### config.mk
export PLATFORM = sky130hd
export DESIGN_NAME = tire_pressure_frame_monitor_unit
export DESIGN_NICKNAME = d
export VERILOG_FILES = /design/src/rtl/tpfm_pkg.sv /design/src/rtl/tire_pressure_frame_monitor_unit.sv
export SDC_FILE = /design/constraint.sdc
export NUM_CORES = 1
export LEC_CHECK = 0
export ABC_AREA = 1
export BUFFER_PORTS_ARGS = -buffer_cell sky130_fd_sc_hd__buf_2
export CORE_UTILIZATION = 30
export CTS_CLUSTER_DIAMETER = 100
export DETAILED_ROUTE_END_ITERATION = 10
export PLACE_DENSITY = 0.57
export SETUP_SLACK_MARGIN = 0.02
export SYNTH_ARGS = -nofsm -noshare
export SYNTH_HDL_FRONTEND = slang
export SYNTH_SLANG_ARGS = --single-unit
### constraint.sdc
create_clock -name clk -period 6.99 [get_ports clk]
set_input_delay 1.398 -clock clk [delete_from_list [all_inputs] [get_ports clk]]
set_output_delay 1.398 -clock clk [all_outputs]
set_load 0.05 [all_outputs]
### src/rtl/tpfm_pkg.sv
// ----------------------------------------------------------------------------
// tpfm_pkg
// Shared types and constants for the tire pressure frame monitor: payload
// structs, register indexes, reset values and scaling constants.
// ----------------------------------------------------------------------------
package tpfm_pkg;

	// Default number of monitored wheels
	localparam int WHEEL_COUNT_DEF = 4;

	// Configuration port
	localparam int CFG_W     = 29;
	localparam int CFG_IDX_W = 2;

	localparam logic [CFG_IDX_W-1:0] REG_FRAME_ID      = 2'd0;
	localparam logic [CFG_IDX_W-1:0] REG_TIMEOUT_MS    = 2'd1;
	localparam logic [CFG_IDX_W-1:0] REG_REPORT_PERIOD = 2'd2;

	localparam logic [28:0] FRAME_ID_RST      = 29'h18FE_F433;
	localparam logic [15:0] TIMEOUT_RST       = 16'd2000;
	localparam logic [15:0] REPORT_PERIOD_RST = 16'd200;

	// Counter and age ceiling
	localparam logic [15:0] AGE_MAX = 16'hFFFF;

	// Scaling: pressure raw*101+3500 (0.0001 bar), battery byte*1237 (0.1 mV)
	localparam logic [22:0] PRESS_SCALE  = 23'd101;
	localparam logic [22:0] PRESS_OFFSET = 23'd3500;
	localparam logic [18:0] BATT_SCALE   = 19'd1237;

	// Input item kinds
	localparam logic KIND_FRAME = 1'b0;
	localparam logic KIND_TICK  = 1'b1;

	typedef struct packed {
		logic        kind;
		logic [28:0] frame_ident;
		logic [7:0]  wheel_byte;
		logic [7:0]  pressure_high;
		logic [7:0]  pressure_low;
		logic [7:0]  temp_byte;
		logic [7:0]  battery_byte;
		logic [7:0]  flag_byte;
	} tpfm_in_t;

	typedef struct packed {
		logic [2:0]  wheel;
		logic        online;
		logic [22:0] pressure_tenth_mbar;
		logic [7:0]  temperature;
		logic [18:0] battery_tenth_mv;
		logic        leak_alert;
		logic        heat_alert;
		logic        last;
	} tpfm_out_t;

endpackage

### src/rtl/tire_pressure_frame_monitor_unit.sv
// ----------------------------------------------------------------------------
// tire_pressure_frame_monitor_unit
// Each input item (frame or tick) passes through the input register stage.
// A reporting tick snapshots all wheels; results then leave one per cycle
// while out_stall is low, WHEEL_COUNT results per report.
// Ticks are held in the input stage while a report drains; frames are not.
// Asynchronous active-low reset: wheels unheard, ages and counter zero,
// registers at their defaults.
// ----------------------------------------------------------------------------
module tire_pressure_frame_monitor_unit #(
	parameter int WHEEL_COUNT = tpfm_pkg::WHEEL_COUNT_DEF
) (
	input  logic                           clk,
	input  logic                           arst_n,
	input  logic                           in_valid,
	output logic                           in_stall,
	input  tpfm_pkg::tpfm_in_t             in_data,
	output logic                           out_valid,
	input  logic                           out_stall,
	output tpfm_pkg::tpfm_out_t            out_data,
	input  logic                           cfg_we,
	input  logic [tpfm_pkg::CFG_IDX_W-1:0] cfg_index,
	input  logic [tpfm_pkg::CFG_W-1:0]     cfg_data
);
	import tpfm_pkg::*;

	localparam int IDX_W = (WHEEL_COUNT > 1) ? $clog2(WHEEL_COUNT) : 1;
	localparam logic [IDX_W-1:0] IDX_LAST = IDX_W'(WHEEL_COUNT - 1);

	// Configuration registers
	logic [28:0] frame_id_q;
	logic [15:0] timeout_q;
	logic [15:0] period_q;

	// Input stage
	logic     s1_valid;
	tpfm_in_t s1_data;
	logic     s1_go;

	// Per-wheel state
	logic [15:0] press_q [WHEEL_COUNT];
	logic [7:0]  temp_q  [WHEEL_COUNT];
	logic [7:0]  batt_q  [WHEEL_COUNT];
	logic [1:0]  alert_q [WHEEL_COUNT];
	logic [15:0] age_q   [WHEEL_COUNT];
	logic [15:0] age_inc [WHEEL_COUNT];
	logic        seen_q  [WHEEL_COUNT];
	logic [15:0] rcnt_q;
	logic [15:0] rcnt_inc;

	// Report snapshot and drain control
	logic [15:0]      snp_press_q  [WHEEL_COUNT];
	logic [7:0]       snp_temp_q   [WHEEL_COUNT];
	logic [7:0]       snp_batt_q   [WHEEL_COUNT];
	logic [1:0]       snp_alert_q  [WHEEL_COUNT];
	logic             snp_online_q [WHEEL_COUNT];
	logic             rpt_busy_q;
	logic [IDX_W-1:0] rpt_idx_q;

	logic      s1_tick;
	logic      s1_frame_hit;
	logic      rpt_fire;
	logic      out_load;
	logic      out_valid_q;
	tpfm_out_t out_data_q;
	tpfm_out_t out_next;

	// Write configuration registers
	always_ff @(posedge clk or negedge arst_n) begin
		if (!arst_n) begin
			frame_id_q <= FRAME_ID_RST;
			timeout_q  <= TIMEOUT_RST;
			period_q   <= REPORT_PERIOD_RST;
		end else if (cfg_we) begin
			case (cfg_index)
				REG_FRAME_ID:      frame_id_q <= cfg_data[28:0];
				REG_TIMEOUT_MS:    timeout_q  <= cfg_data[15:0];
				REG_REPORT_PERIOD: period_q   <= cfg_data[15:0];
				default: begin
				end
			endcase
		end
	end

	// Hold a tick in the input stage while a report drains
	assign s1_tick  = s1_valid && (s1_data.kind == KIND_TICK);
	assign s1_go    = s1_valid && !(s1_tick && rpt_busy_q);
	assign in_stall = s1_valid && !s1_go;

	always_ff @(posedge clk or negedge arst_n) begin
		if (!arst_n) begin
			s1_valid <= 1'b0;
		end else if (!in_stall) begin
			s1_valid <= in_valid;
		end
	end

	always_ff @(posedge clk) begin
		if (!in_stall) begin
			s1_data <= in_data;
		end
	end

	// Saturating increments for ages and the report counter
	always_comb begin
		for (int i = 0; i < WHEEL_COUNT; i++) begin
			age_inc[i] = (age_q[i] == AGE_MAX) ? age_q[i] : age_q[i] + 16'd1;
		end
		rcnt_inc = (rcnt_q == AGE_MAX) ? rcnt_q : rcnt_q + 16'd1;
	end

	assign s1_frame_hit = s1_go && (s1_data.kind == KIND_FRAME)
	                      && (s1_data.frame_ident == frame_id_q)
	                      && (s1_data.wheel_byte != 8'd0)
	                      && (s1_data.wheel_byte <= 8'(WHEEL_COUNT));
	assign rpt_fire     = s1_go && s1_tick && (rcnt_inc >= period_q);

	// Update wheel control state: restart age on a matching frame, age on a tick
	always_ff @(posedge clk or negedge arst_n) begin
		if (!arst_n) begin
			for (int i = 0; i < WHEEL_COUNT; i++) begin
				age_q[i]  <= '0;
				seen_q[i] <= 1'b0;
			end
			rcnt_q <= '0;
		end else if (s1_go) begin
			if (s1_tick) begin
				for (int i = 0; i < WHEEL_COUNT; i++) begin
					age_q[i] <= age_inc[i];
				end
				rcnt_q <= rpt_fire ? 16'd0 : rcnt_inc;
			end else if (s1_frame_hit) begin
				for (int i = 0; i < WHEEL_COUNT; i++) begin
					if (s1_data.wheel_byte == 8'(i + 1)) begin
						age_q[i]  <= '0;
						seen_q[i] <= 1'b1;
					end
				end
			end
		end
	end

	// Store sensor values of a matching frame
	always_ff @(posedge clk) begin
		if (s1_frame_hit) begin
			for (int i = 0; i < WHEEL_COUNT; i++) begin
				if (s1_data.wheel_byte == 8'(i + 1)) begin
					press_q[i] <= {s1_data.pressure_high, s1_data.pressure_low};
					temp_q[i]  <= s1_data.temp_byte;
					batt_q[i]  <= s1_data.battery_byte;
					alert_q[i] <= {s1_data.flag_byte[4], s1_data.flag_byte[0]};
				end
			end
		end
	end

	// Snapshot all wheels on a reporting tick, using the aged values
	always_ff @(posedge clk) begin
		if (rpt_fire) begin
			for (int i = 0; i < WHEEL_COUNT; i++) begin
				snp_press_q[i]  <= press_q[i];
				snp_temp_q[i]   <= temp_q[i];
				snp_batt_q[i]   <= batt_q[i];
				snp_alert_q[i]  <= alert_q[i];
				snp_online_q[i] <= seen_q[i] && (age_inc[i] <= timeout_q);
			end
		end
	end

	// Advance through the snapshot one wheel per transfer slot
	assign out_load = rpt_busy_q && (!out_valid_q || !out_stall);

	always_ff @(posedge clk or negedge arst_n) begin
		if (!arst_n) begin
			rpt_busy_q <= 1'b0;
			rpt_idx_q  <= '0;
		end else if (rpt_fire) begin
			rpt_busy_q <= 1'b1;
			rpt_idx_q  <= '0;
		end else if (out_load) begin
			if (rpt_idx_q == IDX_LAST) begin
				rpt_busy_q <= 1'b0;
				rpt_idx_q  <= '0;
			end else begin
				rpt_idx_q <= rpt_idx_q + IDX_W'(1);
			end
		end
	end

	// Scale the selected wheel; drop the values of an offline wheel
	always_comb begin
		logic on;
		on = snp_online_q[rpt_idx_q];
		out_next.wheel  = 3'({1'b0, rpt_idx_q}) + 3'd1;
		out_next.online = on;
		out_next.pressure_tenth_mbar = on ? (23'(snp_press_q[rpt_idx_q]) * PRESS_SCALE
		                                     + PRESS_OFFSET) : 23'd0;
		out_next.temperature      = on ? snp_temp_q[rpt_idx_q] : 8'd0;
		out_next.battery_tenth_mv = on ? (19'(snp_batt_q[rpt_idx_q]) * BATT_SCALE) : 19'd0;
		out_next.leak_alert       = on && snp_alert_q[rpt_idx_q][0];
		out_next.heat_alert       = on && snp_alert_q[rpt_idx_q][1];
		out_next.last             = (rpt_idx_q == IDX_LAST);
	end

	// Output register: hold while stalled
	always_ff @(posedge clk or negedge arst_n) begin
		if (!arst_n) begin
			out_valid_q <= 1'b0;
		end else if (out_load) begin
			out_valid_q <= 1'b1;
		end else if (!out_stall) begin
			out_valid_q <= 1'b0;
		end
	end

	always_ff @(posedge clk) begin
		if (out_load) begin
			out_data_q <= out_next;
		end
	end

	assign out_valid = out_valid_q;
	assign out_data  = out_data_q;

`ifndef NO_ASSERTIONS
	// A reporting tick never lands while the snapshot still drains
	a_no_fire_busy: assert property (@(posedge clk) disable iff (!arst_n)
		rpt_fire |-> !rpt_busy_q)
		else $error("report fired while previous report draining");

	// A reporting tick starts a drain in the next cycle
	a_fire_starts: assert property (@(posedge clk) disable iff (!arst_n)
		rpt_fire |=> (rpt_busy_q && rpt_idx_q == '0))
		else $error("report drain did not start");

	// An idle drain sits at the first wheel
	a_idle_idx: assert property (@(posedge clk) disable iff (!arst_n)
		!rpt_busy_q |-> (rpt_idx_q == '0))
		else $error("drain index moved while idle");

	// The last marker travels with the final wheel only
	a_last_wheel: assert property (@(posedge clk) disable iff (!arst_n)
		(out_valid_q && out_data_q.last) |-> (out_data_q.wheel == 3'(WHEEL_COUNT)))
		else $error("last marker on wrong wheel");
`endif

endmodule
==> implementation parameters, run 1 <==
Parameter                              Value

Worst setup path
  Cell seen most often among critical-path stages ... sky130_fd_sc_hd__inv_1
  Data required time of the worst path ... 7.37 ns
  Cell with the largest stage delay on the worst path ... sky130_fd_sc_hd__dfrtp_2
  Sort of element at the end of the critical path ... flop
  Cell family with the largest share of critical-path delay ... adder cells
  Count of buffering cells on the critical path with inverters included ... 6
  Path type of the worst setup path ... reg2reg
  Crit path arrival time ... 5.93 ns
  Critical-path maximum fanout ... 48
  Max stage delay on crit path ... approximately 0.66 ns
  Critical Path Start Type ... flop
  Crit path cell chain ... buf_4 > nand2_1 > a32oi_1 > inv_1 > ha_1 > inv_1 > fa_1 > inv_1 > fa_1 > inv_1 > ha_1 > ha_1 > inv_1 > o21ai_0 > nor2_1 > nand2_1 > nand2_1 > nand2_1 > nand3b_1 > a21oi_1 > nor2_1

Global routing
  Vias in the first global route ... 17800
  Tot GR Track Use ... 12.9%
  Number of antenna violations at the first check in global routing ... 12
  Total overflow reported by the global router ... 0
  Maximum number of pins on one net before global-route repair ... approximately 100
  First-pass GRT wire length ... 96000 µm

CTS
  Buffer levels on the longest clock path ... 3
  CTS Buf Count ... 59
  CTS resizes ... 0
  H-tree depth ... 2
  Clock net sink count ... 554
  Clock insertion delay at the later pin of the skew report ... 0.64 ns
  Clock tree from TritonCTS ... done
  Number of buffers added for setup after CTS ... 0
  Root cell of the clock tree ... sky130_fd_sc_hd__clkbuf_16
  Hold buffer count at cts ... 0
  Clock transition at the registers of the reported paths ... about 0.06 ns

Yosys
  Leading post-synthesis cells by cell area ... sky130_fd_sc_hd__edfxtp_1, sky130_fd_sc_hd__dfrtp_1, sky130_fd_sc_hd__ha_1
  Leading area contributor after synthesis ... sky130_fd_sc_hd__edfxtp_1
  Average size of a mapped cell ... 10.7 µm²
  Synthesized netlist net count ... between 2000 and 3000
  Instance count of the mapped netlist ... 2617
  EDFF count, synth ... about 400
  Number of storage elements in the synthesis netlist ... 554
  Count of cell types in the netlist ... 53
  Predominant post-synthesis flop cell ... sky130_fd_sc_hd__edfxtp_1
  Mapped Area ... 27900 µm²
  Async SR Flop Fraction ... around 27%
  Yosys warnings ... 0
  Proportion of netlist area held by the largest area contributor ... 43.5%
  Portion of the post-synthesis area used by sequential elements ... 57.1%

Floorplanning
  Row cnt ... 111
  Total core area ... 91800 µm²
  Vertical die dimension ... 307 µm
  Number of top-level pins ... 173
  Area enclosed by the die boundary ... 94200 µm²
  Width of the chip ... about 300 µm
  Starting density of the core ... 30.4%

Layout
  Layout Cells excl Fill ... 4096
  Share of layout cells above drive strength 1 ... 14.8%
  Number of nets at the end of the flow ... 3156
  Area growth from synthesis to layout ... 15.6%

Routing
  Post-DR wirelength/cell ... approximately 15 µm
  Number of detailed-routing iterations run before antenna repair ... 5
  Number of vias after detailed routing ... 18300
  Total length of routed wires ... 60800 µm
  Routed via count divided by cell count ... ~4.5
  Iteration-0 DRC Markers ... 1017
  Residual DRC count ... 0
  Antenna violation net count after detailed routing ... 0

Job
  Number of max-cap violations ... 0

STA
  Setup TNS ... 0 ns
  Max frequency ... 180 MHz
  Relative slew slack ... approximately 28%
  Worst-Margin Slew ... 1.08 ns
  Worst-case clock skew ... 0.0509 ns
  Number of hold violations in the final report ... 0
  Share of the cycle needed by the critical path after routing ... 79.4%
  Max Transition Viols Final ... 0
  # setup viols final ... 0
  Post-layout min period ... between 5 and 6 ns
  RSZ-0062 raised after global routing ... false

Min path
  Hold WC Path Type ... reg2reg

Placement
  Port Buffer Count ... 166
  Final GP Congestion ... 0.807
  Detailed placer's ending HPWL ... 42200 µm
  Total placed cells including tap cells ... 3985

Status
  Status ... completed
[metal layers]
metal  wire length, µm  global-route usage (%)  vias to the layer above  part of all wire [%]
li1                  -                       -                     9238                     -
met1             28700                    17.3                     8653                    47
met2             27500                    21.1                      334                    45
met3              3380                    3.09                       91                   5.6
met4              1020                    2.87                       22                   1.7
met5               137                       0                        -                  0.23
[cell usage after synthesis, drive strengths merged (26+ instances only)]
library cell and count:
dfstp 27, buf 35, nor3 26, nor2 225
o21ai 150, inv 317, nand2 574, a21oi 119
clkbuf 26, fa 37, ha 202, nand4 41
dfrtp 123, edfxtp 404, xor2 47, nand3 143
[cells in the final DEF (no fill, tap or decap), types with 9 or more instances in the layout]
cell type	count
sky130_fd_sc_hd__o21ai_0	139
sky130_fd_sc_hd__nand3b_1	9
sky130_fd_sc_hd__buf_4	19
sky130_fd_sc_hd__inv_1	301
sky130_fd_sc_hd__dfrtp_1	122
sky130_fd_sc_hd__clkbuf_16	60
sky130_fd_sc_hd__or2_2	9
sky130_fd_sc_hd__bufinv_16	10
sky130_fd_sc_hd__buf_2	165
sky130_fd_sc_hd__clkbuf_1	13
sky130_fd_sc_hd__xnor2_1	16
sky130_fd_sc_hd__inv_2	14
sky130_fd_sc_hd__nand2_1	565
sky130_fd_sc_hd__fa_1	37
sky130_fd_sc_hd__edfxtp_1	404
sky130_fd_sc_hd__a32oi_1	13
sky130_fd_sc_hd__o22ai_1	25
sky130_fd_sc_hd__a21oi_1	119
sky130_fd_sc_hd__nand3_1	99
sky130_fd_sc_hd__nand3_2	40
sky130_fd_sc_hd__nand4_1	40
sky130_fd_sc_hd__dfstp_2	27
sky130_fd_sc_hd__ha_1	202
sky130_fd_sc_hd__xor2_1	47
sky130_fd_sc_hd__nor2_1	210
sky130_fd_sc_hd__nor3_1	20
sky130_fd_sc_hd__clkinv_2	9
[final cells by class]
type / instances / area (µm²)
inverters: 317 / 1190
multi-input cells: 1685 / 10500
clock inverters: 34 / 477
flip-flops and latches: 554 / 15900
well taps: 1243 / 1560
clock buffers: 75 / 1580
diodes: 2 / 5.00
repair buffers: 186 / 1000
fillers: 9195 / 59600
[worst paths after layout]
check,startpoint,end,slack [ns],cells past startpoint
max in group asynchronous,arst_n,rpt_idx_q[0],4.71,2
min in group asynchronous,arst_n,period_q[1],0.88,1
min reg2reg,temp_q[0][6],snp_temp_q[0][6],0.38,0
max reg2reg,rpt_idx_q[0],out_data[51],1.44,21
min,temp_q[0][6],snp_temp_q[0][6],0.38,0
max,rpt_idx_q[0],out_data[51],1.44,21
[cells by family (layout without fill, tap and decap cells)]
| kind of cell | after synthesis | after routing | synth area share, % |
|---|---|---|---|
| xor+xnor | 63 | 63 | 1.98 |
| other cells | 0 | 2 | 0 |
| compound gates | 339 | 339 | 6.78 |
| flops | 554 | 554 | 57.1 |
| simple gates | 1037 | 1037 | 16.8 |
| mux | 7 | 7 | 0.283 |
| buf+inv | 378 | 612 | 5.37 |
| fa+ha+maj | 239 | 239 | 11.7 |
[metrics by stage]
stage	cell area [µm²]	util [%]	hold slack [ns]	worst slack, ns
floorplan	27900	-	0.400	1.64
global placement	30200	32.9	0.400	1.43
detailed placement	30200	32.9	0.405	1.43
CTS	32200	35.1	0.374	1.41
global route	32200	35.1	0.379	0.944
finish	32200	35.1	0.378	1.44
[registers in the layout, indices dropped and copies added (netlist names), 8 cells and up]
register / cells
batt_q: 32
alert_q: 8
s1_data: 72
temp_q: 32
out_data: 56
snp_temp_q: 32
period_q: 16
snp_press_q: 64
press_q: 64
frame_id_q: 29
timeout_q: 16
snp_batt_q: 32
rcnt_q: 16
snp_alert_q: 8
age_q: 64
Power of run 1 is left out: the tool's default activity adds up to more than one toggle a clock period on the data nets, which glitch-free logic cannot reach.
==> inputs of run 2 (changes only) <==
--- a/config.mk
+++ b/config.mk
@@ -5,7 +5,7 @@
 export SDC_FILE = /design/constraint.sdc
 export NUM_CORES = 1
 export LEC_CHECK = 0
-export ABC_AREA = 1
+export ABC_AREA = 0
 export BUFFER_PORTS_ARGS = -buffer_cell sky130_fd_sc_hd__buf_2
 export CORE_UTILIZATION = 30
 export CTS_CLUSTER_DIAMETER = 100
==> constraint.sdc (replaced) <==
create_clock -name clk -period 5.5 [get_ports clk]
set_input_delay 1.1 -clock clk [delete_from_list [all_inputs] [get_ports clk]]
set_output_delay 1.1 -clock clk [all_outputs]
set_load 0.05 [all_outputs]
==> run 2 against run 1 <==
Effect of this change: cell count down 18%; global-route usage down 0.29 points; die area down 4.6%; wire length down 6.6%; first-iteration DRC count down 20%; non-clock buffer count up 9; maximum frequency up 7.6%; synthesized cell count down 26%; register-to-register slack worse by 1.1 ns; critical path type unchanged; largest cell class unchanged.
==> implementation parameters, run 2 <==
Parameter                              Value

CTS
  Clock transition at the registers of the reported paths ... roughly 0.060 ns
  Root cell of the clock tree ... sky130_fd_sc_hd__clkbuf_16
  Buffer levels on the longest clock path ... 3
  Hold buffer count at cts ... 0
  Clock tree from TritonCTS ... done
  Clock insertion delay at the later pin of the skew report ... between 0.6 and 0.7 ns
  H-tree depth ... 2
  Clock net sink count ... 554
  CTS Buf Count ... 56

Layout
  Combined area of the multi-input logic cells ... between 10000 and 15000 µm²
  Most used cells in the layout excluding fill and tap cells ... sky130_fd_sc_hd__edfxtp_1, sky130_fd_sc_hd__ha_1, sky130_fd_sc_hd__buf_2, sky130_fd_sc_hd__nand2_1, sky130_fd_sc_hd__dfrtp_1
  Max FFs per register ... 72
  Fill cell instance count of the final layout ... 8397
  Sequential standard cell area ... around 16000 µm²
  Leading cell type in the layout, fill and taps excluded ... sky130_fd_sc_hd__edfxtp_1
  Share of layout cells above drive strength 1 ... a little under a fifth
  Area growth from synthesis to layout ... 15.9%
  Number of nets at the end of the flow ... 2495
  Most flop-heavy register ... s1_data

Yosys
  Predominant post-synthesis flop cell ... sky130_fd_sc_hd__edfxtp_1
  Leading area contributor after synthesis ... sky130_fd_sc_hd__edfxtp_1
  Leading post-synthesis cells by cell area ... sky130_fd_sc_hd__edfxtp_1, sky130_fd_sc_hd__dfrtp_1, sky130_fd_sc_hd__ha_1
  Most repeated cell in the gate-level netlist after synthesis ... sky130_fd_sc_hd__edfxtp_1
  Most used standard cells in the synthesized netlist ... sky130_fd_sc_hd__edfxtp_1, sky130_fd_sc_hd__ha_1, sky130_fd_sc_hd__nand2_1
  Mapped Area ... approximately 27000 µm²
  Async SR Flop Fraction ... 27.1%
  Average size of a mapped cell ... 13.7 µm²
  Yosys warnings ... 0
  Number of storage elements in the synthesis netlist ... 554
  Proportion of netlist area held by the largest area contributor ... 45.6%
  EDFF count, synth ... roughly 400
  Count of cell types in the netlist ... 68
  Portion of the post-synthesis area used by sequential elements ... 59.9%
  Instance count of the mapped netlist ... 1941
  Synthesized netlist net count ... 2294

Routing
  Routed via count divided by cell count ... 4.78
  Post-DR wirelength/cell ... roughly 17 µm
  Iteration-0 DRC Markers ... 818
  Number of vias after detailed routing ... around 16000
  Number of detailed-routing iterations run before antenna repair ... 5
  Antenna violation net count after detailed routing ... 0
  Residual DRC count ... 0
  Total length of routed wires ... 56800 µm

Worst setup path
  Sort of element at the end of the critical path ... flop
  Critical-path maximum fanout ... 16
  Critical Path Start Type ... flop
  Crit path cell chain ... buf_12 > mux4_2 > ha_1 > fa_1 > inv_1 > fa_1 > inv_1 > ha_1 > ha_1 > or3_1 > a21oi_1 > o311ai_1 > a221oi_1 > buf_4 > nor2_1 > nand4_1 > a31oi_1
  Worst flop-to-flop path startpoint ... rpt_idx_q[0]
  Cell seen most often among critical-path stages ... sky130_fd_sc_hd__ha_1
  Worst setup path end ... out_data[52]
  Max stage delay on crit path ... 0.59 ns
  Cell count of the worst reg-to-reg path ... 17
  Crit path arrival time ... around 5.5 ns
  Launching instance or port of the critical path ... rpt_idx_q[0]
  Data required time of the worst path ... 5.86 ns
  Reg-to-Reg End ... out_data[52]
  Cell with the largest stage delay on the worst path ... sky130_fd_sc_hd__mux4_2
  Path type of the worst setup path ... reg2reg
  Setup slack, reg-to-reg ... 0.34 ns

STA
  Max Transition Viols Final ... 0
  Number of hold violations in the final report ... 0
  RSZ-0062 raised after global routing ... true
  Setup TNS ... 0 ns
  Share of the cycle needed by the critical path after routing ... 93.8%
  Post-layout min period ... 5.16 ns
  Max frequency ... approximately 190 MHz
  Relative slew slack ... a little over a quarter
  Worst-Margin Slew ... 1.11 ns
  Worst-case clock skew ... 0.0413 ns
  # setup viols final ... 0

Placement
  Port Buffer Count ... 166
  Detailed placer's ending HPWL ... ~40000 µm
  Final GP Congestion ... ~0.82

Global routing
  Tot GR Track Use ... 12.6%
  Number of antenna violations at the first check in global routing ... 1
  Total overflow reported by the global router ... 0
  Maximum number of pins on one net before global-route repair ... 97
  Vias in the first global route ... ~16000
  First-pass GRT wire length ... roughly 90000 µm

Job
  Number of max-cap violations ... 0

Floorplanning
  Width of the chip ... about 300 µm
  Total core area ... 87300 µm²
  Vertical die dimension ... 300 µm
  Area enclosed by the die boundary ... around 90000 µm²
  Starting density of the core ... 30.5%
  Number of top-level pins ... 173
  Row cnt ... approximately 110

Status
  Status ... completed

Min path
  Hold WC Path Type ... reg2reg
run 2: cell count changes after synthesis, moves of 34 or more:
cell,change
sky130_fd_sc_hd__nand2_1,-433
sky130_fd_sc_hd__inv_1,-197
sky130_fd_sc_hd__o21ai_0,-122
sky130_fd_sc_hd__nor2_1,-119
sky130_fd_sc_hd__a21oi_1,-55
sky130_fd_sc_hd__mux2_1,+39
sky130_fd_sc_hd__nand3_2,-39
sky130_fd_sc_hd__o21ai_1,+38
sky130_fd_sc_hd__mux4_2,+35
sky130_fd_sc_hd__xnor2_1,+34
run 2: how the worst min path moves through the flow:
stage | startpoint | endpoint | slack (ns) | cells past startpoint
6_report | press_q[1][8] | snp_press_q[1][8] | 0.41 | 0
5_1_grt | press_q[0][12] | snp_press_q[0][12] | 0.42 | 0
4_1_cts | press_q[1][8] | snp_press_q[1][8] | 0.42 | 0
3_5_place_dp | alert_q[2][0] | snp_alert_q[2][0] | 0.40 | 0
3_3_place_gp | press_q[3][8] | snp_press_q[3][8] | 0.40 | 0
2_1_floorplan | alert_q[0][0] | snp_alert_q[0][0] | 0.40 | 0
run 2: cell type report:
| class | count | share of cell area [%] |
|---|---|---|
| diodes | 1 | 0.00812 |
| clock buffers | 69 | 4.81 |
| clock inverters | 34 | 1.18 |
| inverters | 117 | 1.43 |
| multi-input cells | 1218 | 32.7 |
| flip-flops and latches | 554 | 51.7 |
| well taps | 1155 | 4.69 |
| repair buffers | 195 | 3.54 |
run 2: critical path: cells and delay by family, from the launching register on:
| kind | cells | cell delay (ns) |
|---|---|---|
| AOI/OAI and AO/OA | 4 | 1.04 |
| DFF | 1 | 0.38 |
| and+or+nand+nor | 3 | 0.50 |
| muxes | 1 | 0.59 |
| buffers and inverters | 4 | 0.48 |
| adders and majority gates | 5 | 1.89 |
run 2: what timing repair did:
| action | CTS | global route |
|---|---|---|
| resized for setup | 0 | 2 |
| buffers inserted | 0 | 0 |
| setup endpoints to repair | 0 | 3 |
run 2: per-stage QoR:
stage | worst slack (ns) | hold WS (ns) | util (%) | cell area, µm² | std cells
2_1_floorplan | 0.0424 | 0.400 | - | 26600 | 1941
3_3_place_gp | 0.315 | 0.400 | 33.2 | 29000 | 3239
3_5_place_dp | 0.262 | 0.405 | 33.2 | 29000 | 3239
4_1_cts | 0.239 | 0.417 | 35.3 | 30800 | 3342
5_1_grt | 0.00990 | 0.416 | 35.3 | 30800 | 3342
6_report | 0.340 | 0.411 | 35.3 | 30800 | 3343
run 2: cell families (layout without fill, tap and decap cells):
group	count (synthesis)	after routing	synth area share (%)
DFF	554	554	59.9
xor gates and xnor gates	106	106	3.49
adders and majority gates	239	239	12.3
other	0	1	0
muxes	112	112	6.21
and+or+nand+nor	499	499	9.43
AOI/OAI and AO/OA	262	262	6.29
buffers and inverters	169	415	2.44
run 2: metal layers:
metal	vias to the layer above	part of all wire [%]	wire [µm]	GRT usage (%)
met2	392	49	27800	22.0
met1	7890	44	24900	15.9
met3	99	5.2	2940	2.41
met4	2	2.0	1150	3.40
met5	-	0.023	13	0
li1	7606	-	-	-
Power of run 2 is left out for the same reason.
==> inputs of run 3 (changes only) <==
--- a/config.mk
+++ b/config.mk
@@ -7,10 +7,10 @@
 export LEC_CHECK = 0
 export ABC_AREA = 0
 export BUFFER_PORTS_ARGS = -buffer_cell sky130_fd_sc_hd__buf_2
-export CORE_UTILIZATION = 30
+export CORE_UTILIZATION = 25
 export CTS_CLUSTER_DIAMETER = 100
 export DETAILED_ROUTE_END_ITERATION = 10
-export PLACE_DENSITY = 0.57
+export PLACE_DENSITY = 0.52
 export SETUP_SLACK_MARGIN = 0.02
 export SYNTH_ARGS = -nofsm -noshare
 export SYNTH_HDL_FRONTEND = slang
==> run 3 against run 2 <==
Effect of this change: the flow now finishes with violations (DRC); clock-buffer cell count increased by 6; non-clock buffer count increased by 1; worst hold slack got worse by 0.0034 ns; sequential cell count unchanged; wire length increased by 4.2%; critical endpoint is now out_data[50]; largest cell class unchanged.
==> implementation parameters, run 3 (same netlist as run 2, synthesis figures left out) <==
Parameter                              Value

STA
  Number of hold violations in the final report ... 0
  Max Transition Viols Final ... 0
  Share of the cycle needed by the critical path after routing ... 93.1%
  Post-layout min period ... 5.12 ns
  Setup TNS ... 0 ns
  # setup viols final ... 0
  Worst-Margin Slew ... 0.839 ns
  Worst-case clock skew ... 0.0417 ns
  RSZ-0062 raised after global routing ... false
  Relative slew slack ... 43.9%
  PnR worst setup slack ... 0.378 ns
  Max frequency ... 195 MHz

Layout
  Share of layout cells above drive strength 1 ... between 10% and 20%
  Number of nets at the end of the flow ... 2499
  Most flop-heavy register ... s1_data
  Leading cell type in the layout, fill and taps excluded ... sky130_fd_sc_hd__edfxtp_1
  Post-route core utilization ... between 20% and 30%
  Area growth from synthesis to layout ... 17.2%
  Most used cells in the layout excluding fill and tap cells ... sky130_fd_sc_hd__edfxtp_1, sky130_fd_sc_hd__ha_1, sky130_fd_sc_hd__buf_2, sky130_fd_sc_hd__nand2_1, sky130_fd_sc_hd__dfrtp_1
  Diodes inserted ... 0
  Max FFs per register ... 72

Worst setup path
  Crit path arrival time ... 5.51 ns
  Critical Path Start Type ... flop
  Path type of the worst setup path ... reg2reg
  Critical-path maximum fanout ... 8
  Data required time of the worst path ... just under 6 ns
  Sort of element at the end of the critical path ... flop

Floorplanning
  Total core area ... 105000 µm²
  Row cnt ... between 100 and 150
  Width of the chip ... 328 µm
  Number of top-level pins ... 173
  Area enclosed by the die boundary ... 108000 µm²
  Vertical die dimension ... between 300 and 400 µm
  Starting density of the core ... around 25%

Global routing
  Maximum number of pins on one net before global-route repair ... ~80
  Vias in the first global route ... 16400
  Total overflow reported by the global router ... 0
  First-pass GRT wire length ... roughly 90000 µm
  Number of antenna violations at the first check in global routing ... 2
  Tot GR Track Use ... a little over a tenth

Routing
  Metal1 wirelength ... 26100 µm
  Number of vias after detailed routing ... 15900
  Number of detailed-routing iterations run before antenna repair ... 8
  Antenna violation net count after detailed routing ... 0
  Top routing layer used ... met4
  Residual DRC count ... 28
  Post-DR wirelength/cell ... 16.5 µm
  Routed via count divided by cell count ... 4.43
  Iteration-0 DRC Markers ... 828
  Total length of routed wires ... 59100 µm
  Wire length on met2 ... between 20000 and 30000 µm
  Met3 wire len ... 2690 µm

CTS
  Hold buffer count at cts ... 0
  Buffer levels on the longest clock path ... 3
  CTS Buf Count ... 59
  Clock insertion delay at the later pin of the skew report ... 0.65 ns
  Root cell of the clock tree ... sky130_fd_sc_hd__clkbuf_16
  Clock transition at the registers of the reported paths ... 0.06 ns
  Clock tree from TritonCTS ... done
  Clock net sink count ... between 500 and 600
  H-tree depth ... 2
  CTS resizes ... 0
  Number of buffers added for setup after CTS ... 0

Placement
  Detailed placer's ending HPWL ... 42700 µm
  Placement Setup Slack ... between 0.3 and 0.4 ns
  Final GP Congestion ... a little over 0.8
  Port Buffer Count ... roughly 170

Min path
  Hold WC Path Type ... reg2reg

Job
  Number of max-cap violations ... 0

Status
  Status ... finished, violations left
  Violations in the final reports ... DRC
==> run 3: cell count changes in the layout (fill, tap and decap cells not counted), moves of 3 or more <==
cell                         before  now
sky130_fd_sc_hd__clkinv_4         7    1
sky130_fd_sc_hd__clkinv_2         7   11
sky130_fd_sc_hd__clkinv_1         9   13
sky130_fd_sc_hd__bufinv_16        5    2
sky130_fd_sc_hd__buf_4           26   23
sky130_fd_sc_hd__clkbuf_1        11   15
sky130_fd_sc_hd__buf_12           3    7
sky130_fd_sc_hd__clkinvlp_4       2    5
==> run 3: worst max-delay path, stage by stage, from the launching register on <==
cell and delay (ns):
sky130_fd_sc_hd__dfrtp_2 0.52, sky130_fd_sc_hd__buf_4 0.26, sky130_fd_sc_hd__mux4_2 0.64, sky130_fd_sc_hd__inv_2 0.10, sky130_fd_sc_hd__ha_1 0.22, sky130_fd_sc_hd__inv_1 0.08
sky130_fd_sc_hd__fa_1 0.45, sky130_fd_sc_hd__fa_1 0.48, sky130_fd_sc_hd__ha_1 0.31, sky130_fd_sc_hd__ha_1 0.37, sky130_fd_sc_hd__o21a_1 0.22, sky130_fd_sc_hd__a21oi_1 0.28
sky130_fd_sc_hd__o311ai_1 0.19, sky130_fd_sc_hd__a221oi_1 0.29, sky130_fd_sc_hd__buf_4 0.18, sky130_fd_sc_hd__o21ai_1 0.08, sky130_fd_sc_hd__xnor2_1 0.14, sky130_fd_sc_hd__nor2_1 0.05
==> run 3: cell type report <==
| cell class | count | area (µm²) |
|---|---|---|
| fillers | 10700 | 74200 |
| flip-flops and latches | 554 | 15900 |
| multi-input cells | 1218 | 10100 |
| well taps | 1391 | 1740 |
| clock buffers | 75 | 1550 |
| repair buffers | 196 | 1150 |
| inverters | 117 | 440 |
| clock inverters | 35 | 288 |
==> run 3: per-stage QoR <==
stage / area (µm²) / hold slack [ns] / std cells
2_1_floorplan: 26600 / 0.400 / 1941
3_3_place_gp: 29300 / 0.401 / 3476
3_5_place_dp: 29300 / 0.405 / 3476
4_1_cts: 31200 / 0.409 / 3586
5_1_grt: 31200 / 0.412 / 3586
6_report: 31200 / 0.408 / 3586
==> run 3: per-layer routing <==
metal / GRT usage, % / vias to the layer above
li1: - / 7603
met1: 14.1 / 7877
met2: 19.0 / 331
met3: 1.88 / 90
met4: 2.94 / 0
met5: 0 / -
==> run 3: worst paths after layout <==
kind / startpoint / endpoint / slack (ns) / cells past startpoint
min in group asynchronous: arst_n / rcnt_q[3] / 0.50 / 1
min reg2reg: temp_q[3][5] / snp_temp_q[3][5] / 0.41 / 0
max in group asynchronous: arst_n / frame_id_q[19] / 3.90 / 2
max reg2reg: rpt_idx_q[0] / out_data[50] / 0.38 / 17
max: rpt_idx_q[0] / out_data[50] / 0.38 / 17
min: temp_q[3][5] / snp_temp_q[3][5] / 0.41 / 0
Power of run 3 is left out for the same reason.
